==> src/rtl/scrf_pkg.sv <==
`default_nettype none

package scrf_pkg;

    typedef enum logic [1:0] {
        FUNC_BYTE  = 2'd0,
        FUNC_TICK  = 2'd1,
        FUNC_SEND  = 2'd2,
        FUNC_ABORT = 2'd3
    } func_t;

    typedef enum logic [2:0] {
        KIND_NONE    = 3'd0,
        KIND_BUSY    = 3'd1,
        KIND_TX      = 3'd2,
        KIND_BYTE    = 3'd3,
        KIND_OVF     = 3'd4,
        KIND_GAVE_UP = 3'd5
    } kind_t;

    typedef enum logic [1:0] {
        ST_IDLE = 2'd0,
        ST_RD   = 2'd1,
        ST_LOAD = 2'd2
    } emit_state_t;

    // register index, taken from paddr[3:2]
    localparam logic [1:0] REG_QUIET_GAP = 2'd0;
    localparam logic [1:0] REG_TIMEOUT   = 2'd1;
    localparam logic [1:0] REG_TRY_LIMIT = 2'd2;

    localparam logic [7:0]  QUIET_GAP_RST = 8'd50;
    localparam logic [10:0] TIMEOUT_RST   = 11'd1000;
    localparam logic [3:0]  TRY_LIMIT_RST = 4'd5;

    localparam logic [10:0] SINCE_MAX = 11'h7FF;

    localparam logic [7:0] CH_STX = 8'h02;
    localparam logic [7:0] CH_ETX = 8'h03;
    localparam logic [7:0] CH_DC1 = 8'h11;
    localparam logic [7:0] CH_DC2 = 8'h12;
    localparam logic [7:0] CH_DC3 = 8'h13;

    typedef struct packed {
        logic [7:0]  quiet_gap;
        logic [10:0] timeout;
        logic [3:0]  try_limit;
    } cfg_t;

    // event outcome handed from the event core to the emitter
    typedef struct packed {
        logic  single;
        kind_t kind;
        logic  emit;
    } evt_t;

endpackage

`default_nettype wire

==> src/rtl/scrf_ram.sv <==
`default_nettype none

module scrf_ram #(
    parameter int WIDTH = 8,
    parameter int DEPTH = 32
) (
    input  wire logic                     clk,
    input  wire logic                     we,
    input  wire logic [$clog2(DEPTH)-1:0] waddr,
    input  wire logic [WIDTH-1:0]         wdata,
    input  wire logic                     re,
    input  wire logic [$clog2(DEPTH)-1:0] raddr,
    output logic      [WIDTH-1:0]         rdata
);

    logic [WIDTH-1:0] mem [DEPTH];

    always_ff @(posedge clk)
    begin
        if (we)
        begin
            mem[waddr] <= wdata;
        end
        if (re)
        begin
            rdata <= mem[raddr];
        end
    end

endmodule

`default_nettype wire

==> src/rtl/scrf_cfg.sv <==
`default_nettype none

module scrf_cfg (
    input  wire logic        clk,
    input  wire logic        rst_n,
    input  wire logic        psel,
    input  wire logic        penable,
    input  wire logic        pwrite,
    input  wire logic [3:0]  paddr,
    input  wire logic [31:0] pwdata,
    output logic      [31:0] prdata,
    output logic             pready,
    output scrf_pkg::cfg_t   cfg
);

    logic [7:0]  gap_reg;
    logic [10:0] tmo_reg;
    logic [3:0]  tries_reg;
    logic        wr;

    assign pready = 1'b1;
    assign wr     = psel && penable && pwrite;

    always_ff @(posedge clk or negedge rst_n)
    begin
        if (!rst_n)
        begin
            gap_reg   <= scrf_pkg::QUIET_GAP_RST;
            tmo_reg   <= scrf_pkg::TIMEOUT_RST;
            tries_reg <= scrf_pkg::TRY_LIMIT_RST;
        end
        else if (wr)
        begin
            case (paddr[3:2])
                scrf_pkg::REG_QUIET_GAP: gap_reg   <= pwdata[7:0];
                scrf_pkg::REG_TIMEOUT:   tmo_reg   <= pwdata[10:0];
                scrf_pkg::REG_TRY_LIMIT: tries_reg <= pwdata[3:0];
                default: ;
            endcase
        end
    end

    always_comb
    begin
        case (paddr[3:2])
            scrf_pkg::REG_QUIET_GAP: prdata = {24'd0, gap_reg};
            scrf_pkg::REG_TIMEOUT:   prdata = {21'd0, tmo_reg};
            scrf_pkg::REG_TRY_LIMIT: prdata = {28'd0, tries_reg};
            default:                 prdata = 32'd0;
        endcase
    end

    assign cfg.quiet_gap = gap_reg;
    assign cfg.timeout   = tmo_reg;
    assign cfg.try_limit = tries_reg;

endmodule

`default_nettype wire

==> src/rtl/scrf_core.sv <==
`default_nettype none

module scrf_core #(
    parameter int REPLY_BYTES = 32
) (
    input  wire logic                           clk,
    input  wire logic                           rst_n,
    input  wire logic                           accept,
    input  wire logic [1:0]                     func,
    input  wire logic [7:0]                     rx_byte,
    input  wire scrf_pkg::cfg_t                 cfg,
    output logic                                ram_we,
    output logic      [$clog2(REPLY_BYTES)-1:0] ram_waddr,
    output scrf_pkg::evt_t                      evt,
    output logic      [$clog2(REPLY_BYTES)-1:0] emit_len
);

    localparam int PW = $clog2(REPLY_BYTES);
    localparam logic [PW-1:0] FILL_LIM = PW'(REPLY_BYTES - 1);

    logic [PW-1:0] fill_reg,   fill_next;
    logic          pend_reg,   pend_next;
    logic [3:0]    try_reg,    try_next;
    logic          qact_reg,   qact_next;
    logic [7:0]    qticks_reg, qticks_next;
    logic [10:0]   since_reg,  since_next;

    logic [PW-1:0] fill_inc;
    logic [10:0]   since_inc;
    logic          tick_qact;
    logic [7:0]    tick_qticks;
    logic          due;
    logic          is_start;

    assign fill_inc  = fill_reg + PW'(1);
    assign since_inc = (since_reg != scrf_pkg::SINCE_MAX) ? since_reg + 11'd1 : since_reg;
    assign is_start  = (rx_byte == scrf_pkg::CH_STX) || (rx_byte == scrf_pkg::CH_DC1) ||
                       (rx_byte == scrf_pkg::CH_DC2) || (rx_byte == scrf_pkg::CH_DC3);

    // silence wait as seen after this tick
    always_comb
    begin
        tick_qact   = qact_reg;
        tick_qticks = qticks_reg;
        if (qact_reg)
        begin
            if (qticks_reg >= cfg.quiet_gap)
            begin
                tick_qact = 1'b0;
            end
            else
            begin
                tick_qticks = qticks_reg + 8'd1;
            end
        end
    end

    assign due = !tick_qact && pend_reg && ((try_reg == 4'd0) || (since_inc > cfg.timeout));

    assign ram_waddr = fill_reg;

    always_comb
    begin
        fill_next   = fill_reg;
        pend_next   = pend_reg;
        try_next    = try_reg;
        qact_next   = qact_reg;
        qticks_next = qticks_reg;
        since_next  = since_reg;
        ram_we      = 1'b0;
        evt.single  = 1'b0;
        evt.kind    = scrf_pkg::KIND_NONE;
        evt.emit    = 1'b0;
        emit_len    = fill_inc;
        case (scrf_pkg::func_t'(func))
            scrf_pkg::FUNC_BYTE:
            begin
                pend_next   = 1'b0;
                qact_next   = 1'b1;
                qticks_next = 8'd0;
                if ((fill_reg != '0) || is_start)
                begin
                    ram_we = accept;
                    if (rx_byte == scrf_pkg::CH_ETX)
                    begin
                        evt.emit  = 1'b1;
                        fill_next = '0;
                    end
                    else if (fill_inc >= FILL_LIM)
                    begin
                        evt.single = 1'b1;
                        evt.kind   = scrf_pkg::KIND_OVF;
                        fill_next  = '0;
                    end
                    else
                    begin
                        fill_next = fill_inc;
                    end
                end
            end
            scrf_pkg::FUNC_TICK:
            begin
                since_next  = since_inc;
                qact_next   = tick_qact;
                qticks_next = tick_qticks;
                if (due)
                begin
                    evt.single = 1'b1;
                    if (try_reg >= cfg.try_limit)
                    begin
                        evt.kind  = scrf_pkg::KIND_GAVE_UP;
                        pend_next = 1'b0;
                        fill_next = '0;
                    end
                    else
                    begin
                        evt.kind    = scrf_pkg::KIND_TX;
                        try_next    = try_reg + 4'd1;
                        since_next  = 11'd0;
                        qact_next   = 1'b1;
                        qticks_next = 8'd0;
                    end
                end
            end
            scrf_pkg::FUNC_SEND:
            begin
                if (pend_reg)
                begin
                    evt.single = 1'b1;
                    evt.kind   = scrf_pkg::KIND_BUSY;
                end
                else
                begin
                    pend_next = 1'b1;
                    try_next  = 4'd0;
                    fill_next = '0;
                end
            end
            default:
            begin
                try_next = cfg.try_limit;
            end
        endcase
    end

    always_ff @(posedge clk or negedge rst_n)
    begin
        if (!rst_n)
        begin
            fill_reg   <= '0;
            pend_reg   <= 1'b0;
            try_reg    <= 4'd0;
            qact_reg   <= 1'b0;
            qticks_reg <= 8'd0;
            since_reg  <= scrf_pkg::SINCE_MAX;
        end
        else if (accept)
        begin
            fill_reg   <= fill_next;
            pend_reg   <= pend_next;
            try_reg    <= try_next;
            qact_reg   <= qact_next;
            qticks_reg <= qticks_next;
            since_reg  <= since_next;
        end
    end

`ifndef ASSERT_OFF
    // frame restarts before it can reach the last store entry
    a_fill_bound: assert property (@(posedge clk) disable iff (!rst_n)
        fill_reg < FILL_LIM)
        else $error("frame fill past limit");
`endif

endmodule

`default_nettype wire

==> src/rtl/scrf_out.sv <==
`default_nettype none

module scrf_out #(
    parameter int REPLY_BYTES = 32
) (
    input  wire logic                           clk,
    input  wire logic                           rst_n,
    input  wire logic                           accept,
    input  wire scrf_pkg::evt_t                 evt,
    input  wire logic [$clog2(REPLY_BYTES)-1:0] emit_len,
    output logic                                rdy,
    output logic                                ram_re,
    output logic      [$clog2(REPLY_BYTES)-1:0] ram_raddr,
    input  wire logic [7:0]                     ram_rdata,
    output logic                                out_valid,
    input  wire logic                           out_ready,
    output logic      [2:0]                     kind,
    output logic      [7:0]                     data,
    output logic                                last
);

    localparam int PW = $clog2(REPLY_BYTES);

    scrf_pkg::emit_state_t st_reg, st_next;

    logic [PW-1:0]   idx_reg, idx_next;
    logic [PW-1:0]   len_reg;
    logic            ov_reg, ov_next;
    scrf_pkg::kind_t kind_reg;
    logic [7:0]      data_reg;
    logic            last_reg;

    logic slot_free;
    logic load_single;
    logic load_byte;
    logic last_byte;

    assign slot_free = !ov_reg || out_ready;
    assign last_byte = (idx_reg == len_reg - PW'(1));

    // next state
    always_comb
    begin
        st_next = st_reg;
        case (st_reg)
            scrf_pkg::ST_IDLE:
            begin
                if (accept && evt.emit)
                begin
                    st_next = scrf_pkg::ST_RD;
                end
            end
            scrf_pkg::ST_RD:
            begin
                st_next = scrf_pkg::ST_LOAD;
            end
            scrf_pkg::ST_LOAD:
            begin
                if (slot_free)
                begin
                    st_next = last_byte ? scrf_pkg::ST_IDLE : scrf_pkg::ST_RD;
                end
            end
            default:
            begin
                st_next = scrf_pkg::ST_IDLE;
            end
        endcase
    end

    // outputs of the sequencer
    always_comb
    begin
        rdy         = 1'b0;
        ram_re      = 1'b0;
        load_single = 1'b0;
        load_byte   = 1'b0;
        idx_next    = idx_reg;
        case (st_reg)
            scrf_pkg::ST_IDLE:
            begin
                rdy         = slot_free;
                load_single = accept && evt.single;
                if (accept && evt.emit)
                begin
                    idx_next = '0;
                end
            end
            scrf_pkg::ST_RD:
            begin
                ram_re = 1'b1;
            end
            scrf_pkg::ST_LOAD:
            begin
                load_byte = slot_free;
                if (slot_free && !last_byte)
                begin
                    idx_next = idx_reg + PW'(1);
                end
            end
            default: ;
        endcase
    end

    assign ram_raddr = idx_reg;

    always_comb
    begin
        ov_next = ov_reg;
        if (ov_reg && out_ready)
        begin
            ov_next = 1'b0;
        end
        if (load_single || load_byte)
        begin
            ov_next = 1'b1;
        end
    end

    always_ff @(posedge clk or negedge rst_n)
    begin
        if (!rst_n)
        begin
            st_reg  <= scrf_pkg::ST_IDLE;
            idx_reg <= '0;
            ov_reg  <= 1'b0;
        end
        else
        begin
            st_reg  <= st_next;
            idx_reg <= idx_next;
            ov_reg  <= ov_next;
        end
    end

    always_ff @(posedge clk)
    begin
        if (accept && evt.emit)
        begin
            len_reg <= emit_len;
        end
        if (load_single)
        begin
            kind_reg <= evt.kind;
            data_reg <= 8'd0;
            last_reg <= 1'b1;
        end
        else if (load_byte)
        begin
            kind_reg <= scrf_pkg::KIND_BYTE;
            data_reg <= ram_rdata;
            last_reg <= last_byte;
        end
    end

    assign out_valid = ov_reg;
    assign kind      = kind_reg;
    assign data      = data_reg;
    assign last      = last_reg;

`ifndef ASSERT_OFF
    a_no_accept_busy: assert property (@(posedge clk) disable iff (!rst_n)
        (st_reg != scrf_pkg::ST_IDLE) |-> !rdy)
        else $error("input taken during frame emission");

    a_idx_in_frame: assert property (@(posedge clk) disable iff (!rst_n)
        (st_reg != scrf_pkg::ST_IDLE) |-> (idx_reg < len_reg))
        else $error("emit index beyond frame length");

    a_read_then_load: assert property (@(posedge clk) disable iff (!rst_n)
        (st_reg == scrf_pkg::ST_RD) |=> (st_reg == scrf_pkg::ST_LOAD))
        else $error("read not followed by load");

    a_last_ends_frame: assert property (@(posedge clk) disable iff (!rst_n)
        (load_byte && last_byte) |=> ((st_reg == scrf_pkg::ST_IDLE) && out_valid && last))
        else $error("final reply byte did not close frame");
`endif

endmodule

`default_nettype wire

==> src/rtl/serial_command_reply_framer_top.sv <==
`default_nettype none

// Serial command/reply framer.
// Input channel (in_valid/in_ready, func, rx_byte): one event per transfer:
//   received byte, 1 ms tick, send request or abort.
// Output channel (out_valid/out_ready, kind, data, last): a tick may give
//   "transmit command now" or "gave up"; a send request while a command is
//   pending gives "busy"; a frame ending in ETX gives its bytes (start byte
//   through ETX) with last on the ETX; an over-long frame gives one overflow
//   result. Events with nothing to report give no transfer.
// Latency: a single result is presented the cycle after its event transfer.
//   A frame is read back one byte at a time, each by a read and a load of
//   the frame RAM; a read and a load also precede the first byte after ETX.
// Throughput: one event per cycle while no frame is emitting and the output
//   register is free or draining; input waits until the frame is all loaded.
// Config over APB: 0x0 quiet gap, 0x4 reply timeout, 0x8 try limit; write
//   only while idle. pready is tied high.
// Reset (async, rst_n low): no command pending, frame empty, no silence wait,
//   reply timer saturated, config back to 50/1000/5. Frame RAM is not cleared.
// Receiver stall: a result waits in the output register; input is held off
//   until it drains, and frame emission pauses byte by byte.

module serial_command_reply_framer_top #(
    parameter int REPLY_BYTES = 32
) (
    input  wire logic        clk,
    input  wire logic        rst_n,
    // APB config
    input  wire logic        psel,
    input  wire logic        penable,
    input  wire logic        pwrite,
    input  wire logic [3:0]  paddr,
    input  wire logic [31:0] pwdata,
    output logic      [31:0] prdata,
    output logic             pready,
    // event input
    input  wire logic        in_valid,
    output logic             in_ready,
    input  wire logic [1:0]  func,
    input  wire logic [7:0]  rx_byte,
    // result output
    output logic             out_valid,
    input  wire logic        out_ready,
    output logic      [2:0]  kind,
    output logic      [7:0]  data,
    output logic             last
);

    localparam int PW = $clog2(REPLY_BYTES);

    scrf_pkg::cfg_t cfg;
    scrf_pkg::evt_t evt;

    logic          accept;
    logic          rdy;
    logic          ram_we;
    logic [PW-1:0] ram_waddr;
    logic          ram_re;
    logic [PW-1:0] ram_raddr;
    logic [7:0]    ram_rdata;
    logic [PW-1:0] emit_len;

    assign in_ready = rdy;
    assign accept   = in_valid && rdy;

    scrf_cfg u_cfg (
        .clk     (clk),
        .rst_n   (rst_n),
        .psel    (psel),
        .penable (penable),
        .pwrite  (pwrite),
        .paddr   (paddr),
        .pwdata  (pwdata),
        .prdata  (prdata),
        .pready  (pready),
        .cfg     (cfg)
    );

    // event decode and scalar state; writes each framed byte into the RAM
    scrf_core #(
        .REPLY_BYTES (REPLY_BYTES)
    ) u_core (
        .clk       (clk),
        .rst_n     (rst_n),
        .accept    (accept),
        .func      (func),
        .rx_byte   (rx_byte),
        .cfg       (cfg),
        .ram_we    (ram_we),
        .ram_waddr (ram_waddr),
        .evt       (evt),
        .emit_len  (emit_len)
    );

    // frame store
    scrf_ram #(
        .WIDTH (8),
        .DEPTH (REPLY_BYTES)
    ) u_frame_ram (
        .clk   (clk),
        .we    (ram_we),
        .waddr (ram_waddr),
        .wdata (rx_byte),
        .re    (ram_re),
        .raddr (ram_raddr),
        .rdata (ram_rdata)
    );

    // frame read-back sequencer and output register
    scrf_out #(
        .REPLY_BYTES (REPLY_BYTES)
    ) u_out (
        .clk       (clk),
        .rst_n     (rst_n),
        .accept    (accept),
        .evt       (evt),
        .emit_len  (emit_len),
        .rdy       (rdy),
        .ram_re    (ram_re),
        .ram_raddr (ram_raddr),
        .ram_rdata (ram_rdata),
        .out_valid (out_valid),
        .out_ready (out_ready),
        .kind      (kind),
        .data      (data),
        .last      (last)
    );

endmodule

`default_nettype wire
==> config.mk <==
export PLATFORM = sky130hd
export DESIGN_NAME = serial_command_reply_framer_top
export DESIGN_NICKNAME = d
export VERILOG_FILES = /design/src/rtl/scrf_pkg.sv /design/src/rtl/scrf_ram.sv /design/src/rtl/scrf_cfg.sv /design/src/rtl/scrf_core.sv /design/src/rtl/scrf_out.sv /design/src/rtl/serial_command_reply_framer_top.sv
export SDC_FILE = /design/constraint.sdc
export NUM_CORES = 1
export LEC_CHECK = 0
export BUFFER_PORTS_ARGS = -buffer_cell sky130_fd_sc_hd__buf_4
export CAP_MARGIN = 20
export CORE_MARGIN = 2
export CORE_UTILIZATION = 37
export DETAILED_ROUTE_END_ITERATION = 8
export PLACE_DENSITY = 0.59
export SLEW_MARGIN = 5
export SYNTH_ARGS = -nofsm -noshare
export SYNTH_HDL_FRONTEND = slang
export SYNTH_SLANG_ARGS = --single-unit
==> constraint.sdc <==
create_clock -name clk -period 10.6 [get_ports clk]
set_clock_uncertainty 0.1 [all_clocks]
set_input_delay 2.12 -clock clk [delete_from_list [all_inputs] [get_ports clk]]
set_output_delay 2.12 -clock clk [all_outputs]
set_load 0.01 [all_outputs]
==> results_dict.tcl, run 1 <==
set metrics [dict create \
    outcome "completed" \
    cts_buffer_depth 3 \
    crit_path_max_fanout 12 \
    cts_resized 0 \
    setup_viol 0 \
    tns_ns 0 \
    dpl_cell_area_mm2 0.01582 \
    port-buffer-count 54 \
    yosysWarnings 0 \
    end_kind "output pin" \
    total_leakage_power_uw 0.005891 \
    power_density_mw_per_mm2 193.6 \
    max_cap_violations 0 \
    rsz0062_at_grt "no" \
    r2r_setup_slack_ns 5.47 \
    cts.sinks 342 \
    async_flop_share_pct 17.84 \
    max_stage_delay_ns 0.42 \
    seq_area_frac_synth_pct 66.20 \
    design.core.area_mm2 0.03982 \
    max_slew_margin_pct 30.87 \
    dpl.hpwl_um 20130 \
    worstSetupPathType "input pin to output pin" \
    clk_latency_ns 0.54 \
    ys_ff_latch 342 \
    antennaDiodeCount 0 \
    hold_violations 0 \
    cp_cell_sequence "buf_4 -> nor2b_1 -> nand2_1 -> o21ai_0 -> buf_4" \
    vdd_drop_max_mv 0.1272 \
    cp_slowest_cell "nor2b_1" \
    largest_reg_flops 256 \
    netlist_area_mm2 0.01496 \
    final_layout_size_suffix_gt1_share_pct 23.44 \
    holdCritStartpoint "u_out.data[0]" \
    netlist.area_leader.share_pct 54.60 \
    synth.avg_cell_area_um2 15.63 \
    cts_setup_buffers 0 \
    min_path_type "register to register" \
    ant_nets 0 \
    dp_cells 1500 \
    rows 73 \
    grt_usage_pct 15.11 \
    final_cell_area_mm2 0.01696 \
    grt_pass1_wl_um 47970 \
    yosysMostFrequentCell "edfxtp_1" \
    start_util_pct 37.56 \
    synthFlopType "edfxtp_1" \
    period_needed_ns 5.325 \
    cts_root_buf "clkbuf_16" \
    overflow 0 \
    crit_family "simple AND/OR/NAND/NOR gates" \
    die_x_um 205.1 \
    place_ws_ns 5.218 \
    crit_start "paddr[2]" \
    synth_top_cell_by_area "edfxtp_1" \
    routed_wl_um 30900 \
    cts.clk_slew.worst_paths_ns 0.06 \
    io_pins 100 \
    route.detailed.drc 0 \
    grt_pass1_vias 8087 \
    grt_max_degree 62 \
    path_buf_inv 2 \
    synth_cells 957 \
    crit_arrival_ns 3.10 \
    vias 8072 \
    syn_to_final_growth_pct 13.38 \
    setup_ws_ns 5.275 \
    netlist_top_cells_count "272 x edfxtp_1, 87 x nand2_1, 80 x mux4_2" \
    finalNonFillerCells 1566 \
    start_kind "input pin" \
    cts_hold_buf 0 \
    worst_pin_slew_ns 1.033 \
    synth-edff-count 272 \
    ys_types 64 \
    cts_buffers 38 \
    fmax_mhz 187.8 \
    cpMostUsedCell "buf_4" \
    fin_crit_sh_pct 50.24 \
    r2r_start "u_core.since_reg[0]" \
    htree_levels 2 \
    die_y_um 205.1 \
    slew_violations 0 \
    finish.net_count 1106 \
    globalplace.congestion 0.7522 \
    fp.dieArea_mm2 0.04205 \
    vias_per_cell 5.155 \
    synth_area_leaders "edfxtp_1 55%, mux4_2 12%, dfrtp_1 6.5%" \
    required_ns 8.38 \
    wl_per_cell_um 19.73 \
    first_iter_violations 675 \
    dr.pass1.iters 5 \
    antenna_found_initial 0 \
    cts_tree "yes" \
]
## logic make-up (layout without fill, tap and decap cells)
family / Yosys count / in the layout / synth area share, %
DFF: 342 / 342 / 66.20
and+or+nand+nor: 230 / 230 / 7.227
AOI/OAI and AO/OA: 114 / 114 / 4.801
muxes: 110 / 110 / 14.21
buffers and inverters: 101 / 165 / 3.162
adders and majority gates: 38 / 38 / 3.179
xor gates and xnor gates: 20 / 20 / 1.171
other: 2 / 22 / 0.05021
## worst register-to-register path, delay by kind of cell (launching register included)
family                   cells  cell delay [ns]
AO/OA/AOI/OAI                3             0.82
XOR/XNOR                     1             0.12
adder cells (fa/ha/maj)      2             0.52
flip-flops                   1             0.57
AND/OR/NAND/NOR              8             2.74
## stage by stage
step | util [%] | hold slack [ns] | power [uW]
6_report | 42.59 | 0.3558 | 3284
5_1_grt | 42.59 | 0.3905 | 3428
4_1_cts | 42.59 | 0.3596 | 3315
3_5_place_dp | 39.74 | 0.3515 | 2108
3_3_place_gp | 39.74 | 0.3453 | 2097
2_1_floorplan | - | 0.3564 | 1937
## cell usage in the layout, fill, tap and decap left out, types with 3 or more instances in the layout
cell type,count
a21oi_1,25
nor2_1,61
mux2_2,19
nor2b_1,10
clkinv_2,6
o21ai_0,42
nand3_1,16
nor3_1,7
o31ai_1,3
clkbuf_16,38
nand2b_1,7
or3_1,4
and3_1,6
dfxtp_1,9
mux4_2,80
buf_4,60
conb_1,22
mux2i_1,11
a22o_1,3
xor2_1,8
and2_1,6
dfrtp_1,37
xnor2_1,12
clkinv_1,5
a31oi_1,9
inv_1,39
clkbuf_1,12
nand3b_1,4
nand2_1,87
edfxtp_1,272
ha_1,38
o21a_1,4
a21o_1,5
dfstp_2,22
nand4_1,9
## cell type report
| cell class | count | area (um2) |
|---|---|---|
| Tap cell | 525 | 656.9 |
| Fill cell | 3562 | 22860 |
| Multi-Input combinational cell | 534 | 4663 |
| Clock inverter | 14 | 111.4 |
| Inverter | 39 | 146.4 |
| Timing Repair Buffer | 60 | 450.4 |
| Clock buffer | 52 | 1023 |
| Sequential cell | 342 | 9907 |
## path summary, 6_finish.rpt
path / to / cells after the start
worst max-delay path: prdata[3] / 5
worst min-delay path: u_out.data[0] / 2
worst max register to register: u_out.kind[1] / 14
worst min register to register: u_out.data[0] / 2
max in group asynchronous: u_out.ram_raddr[0] / 1
min in group asynchronous: u_cfg.tmo_reg[2] / 1
## power by group
part / internal (uW) / leakage, uW / switching, uW
clock: 681 / 0.000553 / 525
combinational: 213 / 0.00210 / 272
sequential: 1530 / 0.00324 / 66.2
## per-layer routing
| layer | vias to the layer above | GRT usage [%] | routed length (um) |
|---|---|---|---|
| li1 | 3727 | - | - |
| met1 | 4134 | 21.04 | 14380 |
| met2 | 167 | 24.49 | 14510 |
| met3 | 44 | 2.673 | 1394 |
| met4 | 0 | 4.085 | 618 |
| met5 | - | 0 | 0 |
(Power assumes the default switching activity.)
==> run 2: changes to the inputs <==
- clock period: 10.6 -> 4.9 ns (I/O delays scaled with it)
==> run 2 against run 1 <==
Net effect:
- via count increased by 1.7%
- register-to-register slack got worse by 5.0 ns
- sequential power increased by 120%
- largest power group unchanged
==> results_dict.tcl, run 2 (synthesis results as in run 1) <==
set metrics [dict create \
    outcome "completed" \
    cts.clk_slew.worst_paths_ns 0.06 \
    slew_violations 0 \
    cts_hold_buf 0 \
    setup_viol 0 \
    start_util_pct 37.56 \
    die_y_um 205.1 \
    hold_violations 0 \
    ant_nets 0 \
    min_path_type "register to register" \
    htree_levels 2 \
    largest_reg_flops 256 \
    dr.pass1.iters 5 \
    period_needed_ns 4.436 \
    r2r_setup_slack_ns 0.46 \
    wl_per_cell_um 19.99 \
    grt_pass1_wl_um 49800 \
    fmax_mhz 225.4 \
    design.core.area_mm2 0.03982 \
    antenna_found_initial 0 \
    vias 8209 \
    end_kind "register" \
    dpl.hpwl_um 20700 \
    first_iter_violations 620 \
    port-buffer-count 54 \
    rsz0062_at_grt "no" \
    finish.net_count 1137 \
    clk_latency_ns 0.53 \
    crit_family "simple AND/OR/NAND/NOR gates" \
    path_buf_inv 1 \
    cp_cell_sequence "ha_1 -> nand2_1 -> nor3_1 -> nand4_1 -> buf_4 -> mux2_2 -> ha_1 -> nand3_1 -> or4_1 -> a22oi_2 -> a211oi_2 -> and2_4 -> o31a_1 -> or2_1" \
    fin_crit_sh_pct 90.53 \
    required_ns 5.09 \
    layout_common_cells "272 x edfxtp_1, 90 x buf_4, 87 x nand2_1" \
    vias_per_cell 5.131 \
    cts_tree "yes" \
    holdCritStartpoint "u_out.data[6]" \
    r2r_start "u_core.since_reg[0]" \
    cp_slowest_cell "dfstp_2" \
    cpMostUsedCell "ha_1" \
    globalplace.congestion 0.7988 \
    cts_buffer_depth 3 \
    crit_arrival_ns 4.62 \
    total_leakage_power_uw 0.006132 \
    grt_usage_pct 15.64 \
    fp.dieArea_mm2 0.04205 \
    vdd_drop_max_mv 0.2377 \
    max_slew_margin_pct 32.62 \
    power_density_mw_per_mm2 425.1 \
    final_common_cell "edfxtp_1" \
    syn_to_final_growth_pct 15.98 \
    cts_buffers 37 \
    grt_pass1_vias 8468 \
    crit_start "u_core.since_reg[0]" \
    max_cap_violations 0 \
    cts_setup_buffers 0 \
    final_layout_size_suffix_gt1_share_pct 26.33 \
    antennaDiodeCount 0 \
    worst_pin_slew_ns 1.011 \
    io_pins 100 \
    start_kind "register" \
    cts.sinks 342 \
    worstSetupPathType "register to register" \
    place_ws_ns 0.4480 \
    grt_max_degree 62 \
    crit_path_max_fanout 12 \
    route.detailed.drc 0 \
    overflow 0 \
    cts_root_buf "clkbuf_16" \
    routed_wl_um 31980 \
    die_x_um 205.1 \
    tns_ns 0 \
    max_stage_delay_ns 0.58 \
    setup_ws_ns 0.4640 \
    rows 73 \
    cts_resized 0 \
]
## run 2: cell count changes in the layout (fill, tap and decap cells not counted), sizes merged
cell | before | now
bufinv | 0 | 5
clkinvlp | 0 | 2
inv | 39 | 40
clkbuf | 52 | 46
buf | 60 | 92
## run 2: final cells by class
cell class / count / area, um2
Fill cell: 3526 / 22470
Sequential cell: 342 / 9907
Multi-Input combinational cell: 534 / 4663
Clock buffer: 46 / 1001
Timing Repair Buffer: 92 / 715.7
Tap cell: 525 / 656.9
Clock inverter: 22 / 259.0
Inverter: 39 / 146.4
## run 2: layer usage
layer,global-route usage [%],share of wire [%],up-vias
li1,-,-,3777
met3,2.498,4.4,29
met4,3.803,1.3,0
met5,0,0,-
met2,25.66,48,163
met1,21.84,46,4240
## run 2: stage by stage
stage,total power (uW),std cells,utilization [%],area [um2],hold slack [ns]
floorplan,4190,977,-,15030,0.3564
global placement,4552,1532,40.40,16090,0.3488
detailed placement,4581,1532,40.40,16090,0.3540
CTS,7468,1600,43.57,17350,0.3649
global route,7710,1600,43.57,17350,0.3873
finish,7375,1600,43.57,17350,0.3604
## run 2: power by group
part,internal (uW),switching [uW],total (uW)
Combinational,471,570,1040
Clock,1730,1130,2860
Sequential,3300,171,3470
## run 2: worst reg2reg max path, stage by stage, from the launching register on
cell	delay [ns]
dfstp_2	0.58
ha_1	0.24
nand2_1	0.10
nor3_1	0.26
nand4_1	0.25
buf_4	0.25
mux2_2	0.29
ha_1	0.30
nand3_1	0.09
or4_1	0.42
a22oi_2	0.21
a211oi_2	0.11
and2_4	0.21
o31a_1	0.46
or2_1	0.32
## run 2: worst paths after layout
kind	depth (start not counted)	end
worst max-delay path	14	u_out.kind[1]
worst min-delay path	2	u_out.data[6]
worst max register to register	14	u_out.kind[1]
worst min register to register	2	u_out.data[6]
max in group asynchronous	1	u_out.ram_raddr[0]
min in group asynchronous	1	u_cfg.tries_reg[3]
==> run 3: changes to the inputs <==
- PLACE_DENSITY: 0.59 -> 0.63
==> run 3 against run 2 <==
Net effect:
- global-route usage shrank 0.64 points
- combinational power is essentially flat
- utilization shrank 0.085 points
- clock power is essentially flat
- sequential share of layout area grew 0.11 points
- wire length shrank 4.5%
- count of clock-buffer cells in the layout grew 3
- cell count shrank 0.25%
- die area is the same
- critical path type unchanged
- highest routed layer unchanged
==> results_dict.tcl, run 3 (synthesis results as in run 1) <==
set metrics [dict create \
    holdCritStartpoint "u_out.data[0]" \
    grt_max_degree 62 \
    routed_wl_um 30520 \
    worst_r2r_path_depth 14 \
    final_core_util_pct 43.48 \
    worstSetupPathType "register to register" \
    cts_root_buf "clkbuf_16" \
    hold_violations 0 \
    worst_pin_slew_ns 0.9714 \
    cts_resized 0 \
    overflow 0 \
    fp.dieArea_mm2 0.04205 \
    dr.pass1.iters 5 \
    cts.sinks 342 \
    finish.net_count 1133 \
    final_layout_size_suffix_gt1_share_pct 25.77 \
    grt_pass1_wl_um 47950 \
    antenna_found_initial 0 \
    fmax_mhz 224.6 \
    p_total_uw 7354 \
    cts_setup_buffers 0 \
    slew_violations 0 \
    cts.clk_slew.worst_paths_ns 0.06 \
    io_pins 100 \
    power_density_mw_per_mm2 424.7 \
    start_kind "register" \
    end_kind "register" \
    die_y_um 205.1 \
    tns_ns 0 \
    die_x_um 205.1 \
    period_needed_ns 4.453 \
    cts_buffers 37 \
    vias 8191 \
    seq_area_mm2 0.009907 \
    layout_common_cells "272 x edfxtp_1, 87 x nand2_1, 86 x buf_4" \
    fin_crit_sh_pct 90.87 \
    r2r_end "u_out.kind[2]" \
    first_iter_violations 665 \
    design.core.area_mm2 0.03982 \
    antennaDiodeCount 0 \
    route.detailed.drc 0 \
    rows 73 \
    dpl_cell_area_mm2 0.01604 \
    vias_per_cell 5.132 \
    htree_levels 2 \
    final_cell_area_mm2 0.01732 \
    total_leakage_power_uw 0.006102 \
    outcome "completed" \
    max_cap_violations 0 \
    grt_usage_pct 14.99 \
    holdPathEnd "u_out.data[0]" \
    multi_input_area_mm2 0.004663 \
    r2r_setup_slack_ns 0.45 \
    required_ns 5.09 \
    crit_arrival_ns 4.65 \
    grt_pass1_vias 8331 \
    port-buffer-count 54 \
    cts_hold_buf 0 \
    crit_path_max_fanout 12 \
    max_slew_margin_pct 35.24 \
    globalplace.congestion 0.7788 \
    final_common_cell "edfxtp_1" \
    clk_latency_ns 0.54 \
    cts_tree "yes" \
    min_path_type "register to register" \
    syn_to_final_growth_pct 15.76 \
    r2r_start "u_core.since_reg[0]" \
    vdd_drop_max_mv 0.2050 \
    fill_cells 3509 \
    wl_per_cell_um 19.13 \
    cts_buffer_depth 3 \
    start_util_pct 37.56 \
    largest_reg_flops 256 \
    hold_depth 2 \
    dpl.hpwl_um 19960 \
    ant_nets 0 \
    rsz0062_at_grt "no" \
    setup_viol 0 \
]
run 3: changes by cell type in the layout (fill, tap and decap cells not counted), sizes merged:
cell | before | now
buf | 92 | 88
clkbuf | 46 | 49
clkinv | 14 | 12
clkinvlp | 2 | 1
run 3: worst max-delay path, stage by stage, from the launching register on:
cell and delay (ns):
dfstp_2 0.57, ha_1 0.22, nand2_1 0.10, nor3_1 0.25, nand4_1 0.34, nand4_1 0.28, xnor2_1 0.10, ha_1 0.30
nand4_1 0.15, or4_1 0.52, a22oi_2 0.21, a211oi_2 0.11, and2_4 0.19, o31a_1 0.45, or2_1 0.32
run 3: final cells by class:
cell class              count  area share (%)
flip-flops and latches    342           57.21
multi-input cells         534           26.93
clock buffers              49           5.904
repair buffers             88           3.909
well taps                 525           3.794
clock inverters            19           1.402
inverters                  39          0.8454
run 3: routing by layer:
layer	vias up	wire (um)	part of all wire [%]	GRT usage (%)
met5	-	0	0	0
met4	0	684	2.2	4.522
met3	42	1624	5.3	3.261
met2	194	13980	46	23.30
met1	4167	14240	47	21.15
li1	3788	-	-	-
run 3: worst max-delay path by stage:
stage                             start                   end  slack (ns)  depth (start not counted)
global placement    u_core.since_reg[0]         u_out.kind[0]        0.47                         14
finish              u_core.since_reg[0]         u_out.kind[2]        0.45                         14
global route        u_core.since_reg[0]  u_core.qticks_reg[0]        0.09                         15
floorplan           u_core.since_reg[3]         u_out.kind[0]        0.57                         16
detailed placement  u_core.since_reg[0]         u_out.kind[2]        0.42                         14
CTS                 u_core.since_reg[0]  u_core.qticks_reg[3]        0.43                         16
run 3: per-stage QoR:
| stage | worst slack (ns) | hold slack (ns) | cells |
|---|---|---|---|
| 4_1_cts | 0.4323 | 0.3654 | 1595 |
| 5_1_grt | 0.09227 | 0.3796 | 1596 |
| 6_report | 0.4475 | 0.3612 | 1596 |
| 3_5_place_dp | 0.4158 | 0.3563 | 1527 |
| 3_3_place_gp | 0.4708 | 0.3569 | 1527 |
| 2_1_floorplan | 0.5660 | 0.3564 | 977 |
run 3: where the power goes:
group          switching [uW]  internal (uW)  total [uW]
logic                     575            466        1040
registers                 150           3300        3450
clock network            1120           1740        2860
